<file path="src/hw/rtl/ggc_pkg.sv">
`timescale 1ns / 1ps
// ----------------------------------------------------------------------------
// ggc_pkg
// Shared widths and the CORDIC arctangent table for the go-to-goal controller.
// ----------------------------------------------------------------------------
package ggc_pkg;

  localparam int CORDIC_STEPS_DEF = 16;

  // CORDIC datapath: x/y grow to about 2^33.3, angle in Q16 radians
  localparam int XW    = 36;
  localparam int ZW    = 20;
  localparam int OFS_W = 33;

  localparam int IN_DATA_W  = 80;
  localparam int OUT_DATA_W = 64;
  localparam int CMD_W      = 2;
  localparam int ST_W       = 2;
  localparam int CFG_IDX_W  = 3;
  localparam int CFG_DATA_W = 32;

  localparam logic signed [ZW-1:0] HALF_PI_Q16 = ZW'(102944);

  function automatic logic [ZW-1:0] atan_q16(input logic [4:0] idx);
    logic [ZW-1:0] v;
    case (idx)
      5'd0:    v = ZW'(51472);
      5'd1:    v = ZW'(30386);
      5'd2:    v = ZW'(16055);
      5'd3:    v = ZW'(8150);
      5'd4:    v = ZW'(4091);
      5'd5:    v = ZW'(2047);
      5'd6:    v = ZW'(1024);
      5'd7:    v = ZW'(512);
      5'd8:    v = ZW'(256);
      5'd9:    v = ZW'(128);
      5'd10:   v = ZW'(64);
      5'd11:   v = ZW'(32);
      5'd12:   v = ZW'(16);
      5'd13:   v = ZW'(8);
      5'd14:   v = ZW'(4);
      5'd15:   v = ZW'(2);
      5'd16:   v = ZW'(1);
      default: v = '0;
    endcase
    return v;
  endfunction

endpackage

</file>
<file path="src/hw/rtl/ggc_cordic.sv">
`timescale 1ns / 1ps
// ----------------------------------------------------------------------------
// ggc_cordic
// Iterative CORDIC vectoring unit: quarter-turn pre-rotation, then one
// shift-add step per cycle on a single shared adder set.
// ----------------------------------------------------------------------------
module ggc_cordic #(
  parameter int CORDIC_STEPS = ggc_pkg::CORDIC_STEPS_DEF
) (
  input  logic                              clk,
  input  logic                              rst_n,
  input  logic                              start,
  input  logic signed [ggc_pkg::OFS_W-1:0]  dx,
  input  logic signed [ggc_pkg::OFS_W-1:0]  dy,
  output logic                              done,
  output logic signed [ggc_pkg::XW-1:0]     x_out,
  output logic signed [ggc_pkg::ZW-1:0]     z_out
);
  import ggc_pkg::*;

  localparam int CW = $clog2(CORDIC_STEPS);

  typedef enum logic {C_IDLE, C_RUN} cstate_t;

  cstate_t               state_r;
  logic [CW-1:0]         iter_r;
  logic                  done_r;
  logic signed [XW-1:0]  x_r;
  logic signed [XW-1:0]  y_r;
  logic signed [ZW-1:0]  z_r;

  logic signed [XW-1:0]  xs;
  logic signed [XW-1:0]  ys;
  logic signed [ZW-1:0]  ang;

  assign xs  = x_r >>> iter_r;
  assign ys  = y_r >>> iter_r;
  assign ang = $signed(atan_q16(5'(iter_r)));

  always_ff @(posedge clk) begin
    if (!rst_n) begin
      state_r <= C_IDLE;
      iter_r  <= '0;
      done_r  <= 1'b0;
    end else begin
      done_r <= 1'b0;
      case (state_r)
        C_IDLE: begin
          if (start) begin
            iter_r  <= '0;
            state_r <= C_RUN;
            if (dx < 0) begin
              if (dy >= 0) begin
                x_r <= XW'(dy);
                y_r <= -XW'(dx);
                z_r <= HALF_PI_Q16;
              end else begin
                x_r <= -XW'(dy);
                y_r <= XW'(dx);
                z_r <= -HALF_PI_Q16;
              end
            end else begin
              x_r <= XW'(dx);
              y_r <= XW'(dy);
              z_r <= '0;
            end
          end
        end
        C_RUN: begin
          if (y_r >= 0) begin
            x_r <= x_r + ys;
            y_r <= y_r - xs;
            z_r <= z_r + ang;
          end else begin
            x_r <= x_r - ys;
            y_r <= y_r + xs;
            z_r <= z_r - ang;
          end
          if (iter_r == CW'(CORDIC_STEPS - 1)) begin
            done_r  <= 1'b1;
            state_r <= C_IDLE;
          end else begin
            iter_r <= iter_r + 1'b1;
          end
        end
        default: state_r <= C_IDLE;
      endcase
    end
  end

  assign done  = done_r;
  assign x_out = x_r;
  assign z_out = z_r;

endmodule

</file>
<file path="src/hw/rtl/go_to_goal_controller_top.sv">
`timescale 1ns / 1ps
// ----------------------------------------------------------------------------
// go_to_goal_controller_top
// Go-to-goal proportional drive controller for a unicycle robot.
//
// Input words carry a command in in_tuser (tick, start, cancel) and the
// measured pose in in_tdata. Each input word yields exactly one output word
// with the linear speed and turn rate in out_tdata and the status in
// out_tuser. Goal, arrival tolerance and both gains are written through the
// cfg_ port; the user must write them only while the block is idle, which
// the block itself does not enforce. Start and cancel words, and ticks while
// disarmed, go straight to the output stage. An armed tick runs the CORDIC
// vectoring unit, then the shared multiplier for distance scaling and both
// gains. One word is in work at a time; in_tready is high only while the
// sequencer idles.
// Reset disarms the block and loads the default tolerance and gains.
// A stalled receiver holds the result in the output register; the next word
// may be accepted meanwhile and its result waits until the register frees.
// ----------------------------------------------------------------------------
module go_to_goal_controller_top #(
  parameter int CORDIC_STEPS = ggc_pkg::CORDIC_STEPS_DEF
) (
  input  logic                                clk,
  input  logic                                rst_n,
  input  logic                                in_tvalid,
  output logic                                in_tready,
  input  logic [ggc_pkg::IN_DATA_W-1:0]       in_tdata,   // pos_x, pos_y, heading
  input  logic [ggc_pkg::CMD_W-1:0]           in_tuser,   // cmd
  output logic                                out_tvalid,
  input  logic                                out_tready,
  output logic [ggc_pkg::OUT_DATA_W-1:0]      out_tdata,  // linear_speed, turn_rate
  output logic [ggc_pkg::ST_W-1:0]            out_tuser,  // status
  input  logic                                cfg_we,
  input  logic [ggc_pkg::CFG_IDX_W-1:0]       cfg_index,
  input  logic [ggc_pkg::CFG_DATA_W-1:0]      cfg_data
);
  import ggc_pkg::*;

  localparam int LO_W = 18;
  localparam int HI_W = XW - 1 - LO_W;
  localparam int KW   = 24;
  localparam int BW   = KW + 1;
  localparam int PW   = XW + BW;
  localparam int AW   = LO_W + KW;
  localparam int SW   = HI_W + KW + LO_W + 2;
  localparam int DW   = 34;
  localparam int LSW  = DW + 17;
  localparam int EW   = 18;
  localparam int ZW1  = ZW + 1;

  localparam logic [KW-1:0]          INV_GAIN_Q24 = KW'(10188014);
  localparam logic signed [EW-1:0]   PI_Q13       = EW'(25736);
  localparam logic signed [EW-1:0]   TWO_PI_Q13   = EW'(51472);
  localparam logic signed [PW-1:0]   TURN_MAX     = PW'(64'sh7FFF_FFFF);
  localparam logic signed [PW-1:0]   TURN_MIN     = PW'(-64'sh8000_0000);

  localparam logic [CFG_IDX_W-1:0] REG_GOAL_X   = 3'd0;
  localparam logic [CFG_IDX_W-1:0] REG_GOAL_Y   = 3'd1;
  localparam logic [CFG_IDX_W-1:0] REG_TOL      = 3'd2;
  localparam logic [CFG_IDX_W-1:0] REG_LIN_GAIN = 3'd3;
  localparam logic [CFG_IDX_W-1:0] REG_ANG_GAIN = 3'd4;

  typedef enum logic [1:0] {CMD_TICK, CMD_START, CMD_CANCEL} cmd_t;
  typedef enum logic [1:0] {ST_IDLE, ST_DRIVING, ST_REACHED, ST_CANCELED} status_t;

  typedef enum logic [3:0] {
    S_IDLE, S_START, S_CORD, S_MLO, S_MHI, S_DIST, S_CMP, S_MANG, S_TURN, S_DONE
  } state_t;

  state_t                 state_r;
  logic                   armed_r;

  logic signed [31:0]     goal_x_r;
  logic signed [31:0]     goal_y_r;
  logic [30:0]            tol_r;
  logic [15:0]            lin_gain_r;
  logic [15:0]            ang_gain_r;

  logic signed [OFS_W-1:0] dx_r;
  logic signed [OFS_W-1:0] dy_r;
  logic signed [15:0]      hd_r;
  logic                    zero_r;

  logic signed [PW-1:0]   prod_r;
  logic [AW-1:0]          acc_r;
  logic [DW-1:0]          dist_r;
  logic signed [EW-1:0]   err_r;

  logic [31:0]            lin_r;
  logic [31:0]            turn_r;
  status_t                st_r;

  logic                   out_tvalid_r;
  logic [OUT_DATA_W-1:0]  out_tdata_r;
  logic [ST_W-1:0]        out_tuser_r;

  logic signed [31:0]     pos_x;
  logic signed [31:0]     pos_y;
  logic signed [15:0]     heading;
  cmd_t                   cmd;
  logic                   in_fire;

  logic                   cord_start;
  logic                   cord_done;
  logic signed [XW-1:0]   cx;
  logic signed [ZW-1:0]   cz;

  logic [XW-2:0]          ux;
  logic signed [ZW1-1:0]  zr;
  logic signed [ZW1-1:0]  bear;
  logic signed [XW-1:0]   mul_a;
  logic signed [BW-1:0]   mul_b;
  logic [SW-1:0]          dsum;
  logic [LSW-1:0]         lsum;
  logic [LSW-9:0]         lin_q;
  logic signed [PW-1:0]   tsum;
  logic signed [PW-1:0]   tq;
  logic                   out_free;

  assign pos_x   = $signed(in_tdata[31:0]);
  assign pos_y   = $signed(in_tdata[63:32]);
  assign heading = $signed(in_tdata[79:64]);
  assign cmd     = cmd_t'(in_tuser);

  assign in_tready  = (state_r == S_IDLE);
  assign in_fire    = in_tvalid && in_tready;
  assign cord_start = (state_r == S_START);
  assign out_free   = !out_tvalid_r || out_tready;

  ggc_cordic #(
    .CORDIC_STEPS (CORDIC_STEPS)
  ) u_cordic (
    .clk   (clk),
    .rst_n (rst_n),
    .start (cord_start),
    .dx    (dx_r),
    .dy    (dy_r),
    .done  (cord_done),
    .x_out (cx),
    .z_out (cz)
  );

  assign ux   = (cx > 0) ? cx[XW-2:0] : '0;
  assign zr   = ZW1'(cz) + ZW1'(4);
  assign bear = zr >>> 3;

  always_comb begin
    mul_a = '0;
    mul_b = '0;
    case (state_r)
      S_MLO: begin
        mul_a = $signed(XW'(ux[LO_W-1:0]));
        mul_b = $signed(BW'(INV_GAIN_Q24));
      end
      S_MHI: begin
        mul_a = $signed(XW'(ux[XW-2:LO_W]));
        mul_b = $signed(BW'(INV_GAIN_Q24));
      end
      S_CMP: begin
        mul_a = $signed(XW'(dist_r));
        mul_b = $signed(BW'(lin_gain_r));
      end
      S_MANG: begin
        mul_a = XW'(err_r);
        mul_b = $signed(BW'(ang_gain_r));
      end
      default: begin
        mul_a = '0;
        mul_b = '0;
      end
    endcase
  end

  assign dsum  = SW'(acc_r) + (SW'(prod_r[HI_W+KW-1:0]) << LO_W) + (SW'(1) << 23);
  assign lsum  = LSW'(prod_r[DW+15:0]) + LSW'(128);
  assign lin_q = lsum[LSW-1:8];
  assign tsum  = prod_r + PW'(16);
  assign tq    = tsum >>> 5;

  always_ff @(posedge clk) begin
    prod_r <= mul_a * mul_b;
  end

  always_ff @(posedge clk) begin
    if (!rst_n) begin
      goal_x_r   <= '0;
      goal_y_r   <= '0;
      tol_r      <= 31'd6554;
      lin_gain_r <= 16'd128;
      ang_gain_r <= 16'd256;
    end else if (cfg_we) begin
      case (cfg_index)
        REG_GOAL_X:   goal_x_r   <= $signed(cfg_data);
        REG_GOAL_Y:   goal_y_r   <= $signed(cfg_data);
        REG_TOL:      tol_r      <= cfg_data[30:0];
        REG_LIN_GAIN: lin_gain_r <= cfg_data[15:0];
        REG_ANG_GAIN: ang_gain_r <= cfg_data[15:0];
        default: ;
      endcase
    end
  end

  always_ff @(posedge clk) begin
    if (!rst_n) begin
      state_r      <= S_IDLE;
      armed_r      <= 1'b0;
      out_tvalid_r <= 1'b0;
    end else begin
      if (out_tvalid_r && out_tready && state_r != S_DONE) begin
        out_tvalid_r <= 1'b0;
      end
      case (state_r)
        S_IDLE: begin
          if (in_fire) begin
            lin_r   <= '0;
            turn_r  <= '0;
            state_r <= S_DONE;
            case (cmd)
              CMD_START: begin
                armed_r <= 1'b1;
                st_r    <= ST_DRIVING;
              end
              CMD_CANCEL: begin
                armed_r <= 1'b0;
                st_r    <= armed_r ? ST_CANCELED : ST_IDLE;
              end
              CMD_TICK: begin
                st_r <= armed_r ? ST_DRIVING : ST_IDLE;
                if (armed_r) begin
                  dx_r    <= OFS_W'(goal_x_r) - OFS_W'(pos_x);
                  dy_r    <= OFS_W'(goal_y_r) - OFS_W'(pos_y);
                  hd_r    <= heading;
                  zero_r  <= (goal_x_r == pos_x) && (goal_y_r == pos_y);
                  state_r <= S_START;
                end
              end
              default: st_r <= armed_r ? ST_DRIVING : ST_IDLE;
            endcase
          end
        end
        S_START: state_r <= S_CORD;
        S_CORD: begin
          if (cord_done) begin
            state_r <= S_MLO;
          end
        end
        S_MLO: begin
          err_r   <= zero_r ? -EW'(hd_r) : EW'(bear) - EW'(hd_r);
          state_r <= S_MHI;
        end
        S_MHI: begin
          acc_r <= prod_r[AW-1:0];
          if (err_r > PI_Q13) begin
            err_r <= err_r - TWO_PI_Q13;
          end else if (err_r <= -PI_Q13) begin
            err_r <= err_r + TWO_PI_Q13;
          end
          state_r <= S_DIST;
        end
        S_DIST: begin
          dist_r  <= zero_r ? '0 : dsum[DW+23:24];
          state_r <= S_CMP;
        end
        S_CMP: begin
          if (dist_r < DW'(tol_r)) begin
            armed_r <= 1'b0;
            st_r    <= ST_REACHED;
            state_r <= S_DONE;
          end else begin
            state_r <= S_MANG;
          end
        end
        S_MANG: begin
          lin_r   <= (lin_q > (LSW-8)'(32'h7FFF_FFFF)) ? 32'h7FFF_FFFF : lin_q[31:0];
          state_r <= S_TURN;
        end
        S_TURN: begin
          if (tq > TURN_MAX) begin
            turn_r <= 32'h7FFF_FFFF;
          end else if (tq < TURN_MIN) begin
            turn_r <= 32'h8000_0000;
          end else begin
            turn_r <= tq[31:0];
          end
          st_r    <= ST_DRIVING;
          state_r <= S_DONE;
        end
        S_DONE: begin
          if (out_free) begin
            out_tvalid_r <= 1'b1;
            out_tdata_r  <= {turn_r, lin_r};
            out_tuser_r  <= st_r;
            state_r      <= S_IDLE;
          end
        end
        default: state_r <= S_IDLE;
      endcase
    end
  end

  assign out_tvalid = out_tvalid_r;
  assign out_tdata  = out_tdata_r;
  assign out_tuser  = out_tuser_r;

endmodule
</file>
<file path="config.mk">
export PLATFORM = sky130hd
export DESIGN_NAME = go_to_goal_controller_top
export DESIGN_NICKNAME = d
export VERILOG_FILES = /design/src/hw/rtl/ggc_pkg.sv /design/src/hw/rtl/ggc_cordic.sv /design/src/hw/rtl/go_to_goal_controller_top.sv
export SDC_FILE = /design/constraint.sdc
export NUM_CORES = 2
export LEC_CHECK = 0
export ABC_AREA = 0
export BUFFER_PORTS_ARGS = -buffer_cell sky130_fd_sc_hd__buf_4
export CAP_MARGIN = 0
export CELL_PAD_IN_SITES_DETAIL_PLACEMENT = 1
export CELL_PAD_IN_SITES_GLOBAL_PLACEMENT = 2
export CORE_MARGIN = 4
export CORE_UTILIZATION = 45
export CTS_CLUSTER_DIAMETER = 60
export DETAILED_ROUTE_END_ITERATION = 10
export PLACE_DENSITY_LB_ADDON = 0.1
export SLEW_MARGIN = 20
export SYNTH_ARGS = -nofsm -noshare
export SYNTH_HDL_FRONTEND = slang
export SYNTH_SLANG_ARGS = --single-unit
</file>
<file path="constraint.sdc">
create_clock -name clk -period 22.1 [get_ports clk]
set_input_delay 4.42 -clock clk [delete_from_list [all_inputs] [get_ports clk]]
set_output_delay 4.42 -clock clk [all_outputs]
set_load 0.01 [all_outputs]
</file>
Word level (Yosys, flattened, before mapping)
Memories as Yosys holds them, arrays and structs flattened. A register that Yosys moved wholly into a read port is not among the register bits.
Cells that the tools add are included.
- word-level logic and storage cells: 179
- memories kept: 1
- ROM bits: 256
- bits in registers: 601
- memory list (name ; words ; bits a word ; rd ports ; clocked after memory_dff ; write ports ; line ; source):
    (name not given) ; 16 ; 16 ; 1 ; 1 ; 0 ; ggc_pkg.sv:26 ; case (idx)
- multipliers: 1
- equal/unequal tests: 27
- reductions and logical operators: 33
- bitwise gates (word level): 1
- shift operators: 2
- add/sub/neg operators: 20
- multiplexer cells: 57
- order comparisons: 10
- operator list (operator ; count):
    $mux W36 ; 8
    $pmux W36 S2 ; 2
    $pmux W36 S4 ; 1
    $mux W32 ; 4
    $pmux W32 S2 ; 2
    $mux W20 ; 4
    $add A36 B36 Y36 ; 2
    $neg A33 Y36 ; 2
    $pmux W24 S3 ; 1
    $sshr A36 B4 Y36 ; 2
    $sub A36 B36 Y36 ; 2
    $sub A32 B32 Y33 ; 2
    $eq A32 B32 Y1 ; 2
    $add A61 B6 Y61 const B ; 1
    $mul A36 B25 Y61 ; 1
    $add A42 B58 Y58 ; 1
    $add A58 B24 Y58 const B ; 1
    $gt A56 B32 Y1 const B ; 1
    $lt A56 B32 Y1 const B ; 1
    $mux W18 ; 3
    $add A50 B8 Y51 const B ; 1
    $gt A43 B31 Y1 const B ; 1
    $mux W4 ; 10
    $pmux W20 S2 ; 1
    other kinds (52) ; 95

Depth between registers and ports, before layout
- depth after elaboration: 5
- depth in mapped cells: 36

By module
Synthesis repeated with hierarchy kept, for this count alone.
- cells, all modules: 7551
- area, all modules: 68235.4 µm²
- by module, submodules not included (module ; area each (µm²) ; instances ; cells each):
    go_to_goal_controller_top ; 51745.9 ; 1 ; 5590
    ggc_cordic ; 16489.6 ; 1 ; 1961

Worst setup path before layout
Ideal clock, no wire load.
- path kind: input to register
- start: input rst_n
- end: register dx_r[0] (enable)
- stages on the path: 4
- arrival time: 10690 ps
- slack: 10784 ps
- path through: clkbuf_1 clkinv_1 clkbuf_1 nor3_1
- longest elaborated chain between the ends: 1
- ends and longest elaborated chain (what ; line ; source):
    from (decl) ; go_to_goal_controller_top.sv:24 ; input logic rst_n,
    $reduce_and A5 Y1 (no line) ; - ;
    to (signal assigned) ; go_to_goal_controller_top.sv:230 ; dx_r <= OFS_W'(goal_x_r) - OFS_W'(pos_x);
    to (decl) ; go_to_goal_controller_top.sv:79 ; logic signed [OFS_W-1:0] dx_r;
Every way passes these cells.
A chain may end at the register's enable or synchronous reset.

Final worst setup path
- start: register state_r[2]
- end: register prod_r[58]
- longest elaborated chain between the ends: 4
- elaborated cells between the ends (all ways): 8
- those cells by class: mul (1); eq/ne (4); mux (2); reduce/logical (1)
- ends and longest elaborated chain (what ; line ; source):
    from (decl) ; go_to_goal_controller_top.sv:70 ; state_t state_r;
    from (signal assigned) ; go_to_goal_controller_top.sv:205 ; state_r <= S_IDLE;
    from (signal assigned) ; go_to_goal_controller_top.sv:217 ; state_r <= S_DONE;
    from (signal assigned) ; go_to_goal_controller_top.sv:234 ; state_r <= S_START;
    $eq A4 B3 Y1 or $eq A4 B2 Y1 (tied branches) ; go_to_goal_controller_top.sv:150 ; case (state_r)
    $reduce_or A2 Y1 (no line) ; - ;
    $pmux W24 S3 ; go_to_goal_controller_top.sv:150 ;
    $mul A36 B25 Y61 (*) ; go_to_goal_controller_top.sv:181 ; prod_r <= mul_a * mul_b;
    to (signal assigned) ; go_to_goal_controller_top.sv:181 ;
    to (decl) ; go_to_goal_controller_top.sv:84 ; logic signed [PW-1:0] prod_r;
Mark *: on every way between the ends. The rest lies on a longest branch, timed or not.

==> impl_metrics.csv <==
group,metric,value,unit
status,outcome,"finished clean",
yosys,synth.avg_cell_area,9.053,um^2
sta,setup_viol,0,
sta,period_share,0.4799,
floorplan,coreArea,148400,um^2
yosys,synth_edf_count,383,
global_routing,grt_max_degree,107,
yosys,syn_area,67520,um^2
sta,skew,0.06944,ns
finish,design_area,73950,um^2
route,wl_per_cell,24.79,um
placed_design,dpl.hpwl,195500,um
yosys,ys_types,103,
cts,clockBufferDepth,3,
route,via_per_inst,5.755,
finish,final_cell_mix,"inv_1, nand2_1, fa_1",
finish,final_common_cell,"inv_1",
sta,fmax,94.29,MHz
power,irDropWorstVdd,0.00006441,V
sta,hold_ws,0.4154,ns
cts,hold_buffers,0,
yosys,syn_inst,7458,
sta,slew_headroom,0.2308,
yosys,ys_seq_area_frac,0.2344,
setup_path,max_stage_delay,0.63,ns
setup_path,crit_buf_inv,7,
finish,fin_nets,8895,
floorplan,rows,141,
route,vias,55480,
placed_design,place_area,71050,um^2
power,power.density,94.23,nW/um^2
cts,htree_levels,3,
placed_design,place.gp.congestion,0.9284,
cts,post_cts_buffers,0,
setup_path,startpoint_type,"flop",
sta,tns,0,ns
cts,cts_tree,"built",
sta,rsz0062_at_grt,"no",
finish,drive_gt1_frac,0.08162,
floorplan,initial_core_util,0.4551,
route,drt_pre_antenna_iters,5,
placed_design,port_buffers,189,
cts,cts_sinks,599,
floorplan,design.die.area,156300,um^2
sta,worst_pin_slew,1.142,ns
setup_path,cp.required,22.63,ns
cts,ctsResizeCount,0,
global_routing,grt_pass1_vias,58790,
floorplan,die_w,395.4,um
floorplan,io_pins,190,
setup_path,cp_common_cell,"fa_1",
finish,register_area,15840,um^2
setup_path,arrival,11.13,ns
cts,cts_buffers,82,
route,wl,239000,um
finish,multi_input_area,46470,um^2
cts,root_buffer,"clkbuf_16",
route,ant_nets,0,
power,power_leakage,0.03222,uW
setup_path,path_max_fanout,49,
route,drt_iter0_markers,4544,
sta,finalCriticalPeriod,10.61,ns
global_routing,track_usage,0.3053,
global_routing,grt_overflow,0,
sta,hold_violations,0,
yosys,ys_async_sr_fraction,0,
yosys,synth_ff_type,"edfxtp_1",
global_routing,antenna_found_initial,11,
cts,clk_latency,0.71,ns
yosys,ys_warn_count,0,
route,drcViolationCount,0,
setup_path,slowest_stage,"a221o_1",
yosys,synth-seq-cells,599,
floorplan,die_h,395.4,um
global_routing,grt_first_pass_wirelength,366100,um
setup_path,crit_family,"adder cells",
setup_path,critPathKind,"flop to flop",
setup_path,worstSetupEndpointType,"flop",
finish,fillers,17070,
finish,syn2layout_area_growth,9.519,%
min_path,hp-class,"flop to flop",
cts,clkTransAtPathRegs,0.06,ns
job,cap_violations,0,
sta,finalMaxSlewViolations,0,
==> per-stage QoR <==
stage          std cells  worst slack (ns)  power (uW)  utilization
6_report            9641             11.49        6968       0.4984
3_5_place_dp        9480             11.59        5498       0.4789
4_1_cts             9634             11.54        6953       0.4983
5_1_grt             9635             10.80        7469       0.4983
3_3_place_gp        9477             11.76        5423       0.4787
2_1_floorplan       7513             10.78        4349            -
==> cell families (layout without fill, tap and decap cells) <==
| logic type | after synthesis | count (layout) | share of synthesized area |
|---|---|---|---|
| xor gates and xnor gates | 475 | 475 | 0.06162 |
| buffers and inverters | 1411 | 1531 | 0.08204 |
| adders and majority gates | 1210 | 1210 | 0.3066 |
| AOI/OAI and AO/OA | 1420 | 1420 | 0.1306 |
| DFF | 599 | 599 | 0.2344 |
| other | 2 | 63 | 0.0001112 |
| muxes | 180 | 180 | 0.04179 |
| and+or+nand+nor | 2161 | 2161 | 0.1428 |
==> layer usage <==
metal | vias to the layer above | part of all wire | track usage | wire (um)
li1 | 25060 | - | - | -
met1 | 28400 | 0.45 | 0.4354 | 108300
met2 | 1672 | 0.45 | 0.4801 | 107100
met3 | 340 | 0.069 | 0.05513 | 16390
met4 | 8 | 0.030 | 0.08054 | 7058
met5 | - | 0.00022 | 0 | 53
==> power by group <==
| group | internal [uW] | switching [uW] |
|---|---|---|
| registers | 1430 | 243 |
| clock network | 837 | 569 |
| logic | 1490 | 2400 |
==> synthesized netlist by cell type (11+ instances only) <==
cell type,count,share of area
a31oi_1,45,0.0042
o21ai_1,31,0.0023
a22oi_1,28,0.0031
dfxtp_1,216,0.064
a21oi_1,451,0.033
a31o_2,12,0.0016
nor2_1,542,0.030
nand3_1,111,0.0082
nand2b_1,51,0.0047
inv_1,1089,0.061
a21o_1,149,0.017
nor3b_1,11,0.0012
nor3_1,106,0.0079
clkbuf_1,243,0.014
buf_6,11,0.0018
o21a_1,40,0.0044
xnor2_1,284,0.037
nand4_1,52,0.0048
a221o_1,19,0.0028
mux2_2,45,0.0075
or4_1,25,0.0028
o21bai_1,37,0.0041
or3_1,39,0.0036
buf_2,16,0.0012
o31ai_1,40,0.0044
o41ai_1,14,0.0018
mux2i_1,58,0.0086
xor2_1,191,0.025
o21ai_0,337,0.025
nor4_1,34,0.0032
a211o_1,21,0.0027
buf_1,33,0.0018
a221oi_1,25,0.0032
nand2_1,989,0.055
nor2b_1,40,0.0037
o31a_1,12,0.0016
a211oi_1,34,0.0038
ha_1,469,0.087
o211ai_1,42,0.0047
fa_1,741,0.22
and2_1,38,0.0035
or2_2,18,0.0017
and3_1,49,0.0045
mux4_2,76,0.025
edfxtp_1,383,0.17
==> final timing paths <==
check        slack (ns)                 endpoint  cells past startpoint                     start
min                0.42  out_tdata[58]$_DFFE_PP_                      0  turn_r[26]$_SDFFCE_PN0P_
min reg2reg        0.42  out_tdata[58]$_DFFE_PP_                      0  turn_r[26]$_SDFFCE_PN0P_
max reg2reg       11.49       prod_r[58]$_DFF_P_                     31   state_r[2]$_SDFFE_PN0P_
max               11.49       prod_r[58]$_DFF_P_                     31   state_r[2]$_SDFFE_PN0P_
==> layout make-up <==
type / instances / area share
diodes: 6 / 0.0002030
inverters: 1092 / 0.05546
repair buffers: 285 / 0.02900
flip-flops and latches: 599 / 0.2142
well taps: 2002 / 0.03387
clock buffers: 98 / 0.02897
multi-input cells: 5503 / 0.6284
clock inverters: 56 / 0.009932
==> flip-flops by register name, summed over array words and instances (netlist names), 4 cells and up <==
signal / count
acc_r: 24
ang_gain_r: 16
dist_r: 34
dx_r: 33
dy_r: 33
err_r: 18
goal_x_r: 32
goal_y_r: 32
hd_r: 16
lin_gain_r: 16
lin_r: 32
out_tdata: 64
prod_r: 61
state_r: 4
tol_r: 31
turn_r: 32
u_cordic.ang: 16
u_cordic.iter_r: 4
u_cordic.x_out: 36
u_cordic.y_r: 36
u_cordic.z_out: 20
==> worst reg2reg max path: cells and delay by family (launching register included) <==
kind	cells	cell delay (ns)
adder cells (fa/ha/maj)	8	3.79
AO/OA/AOI/OAI	8	2.74
AND/OR/NAND/NOR	8	2.38
buffers and inverters	7	1.06
flip-flops	1	0.46
No activity file was read; power rests on OpenSTA's default activity.
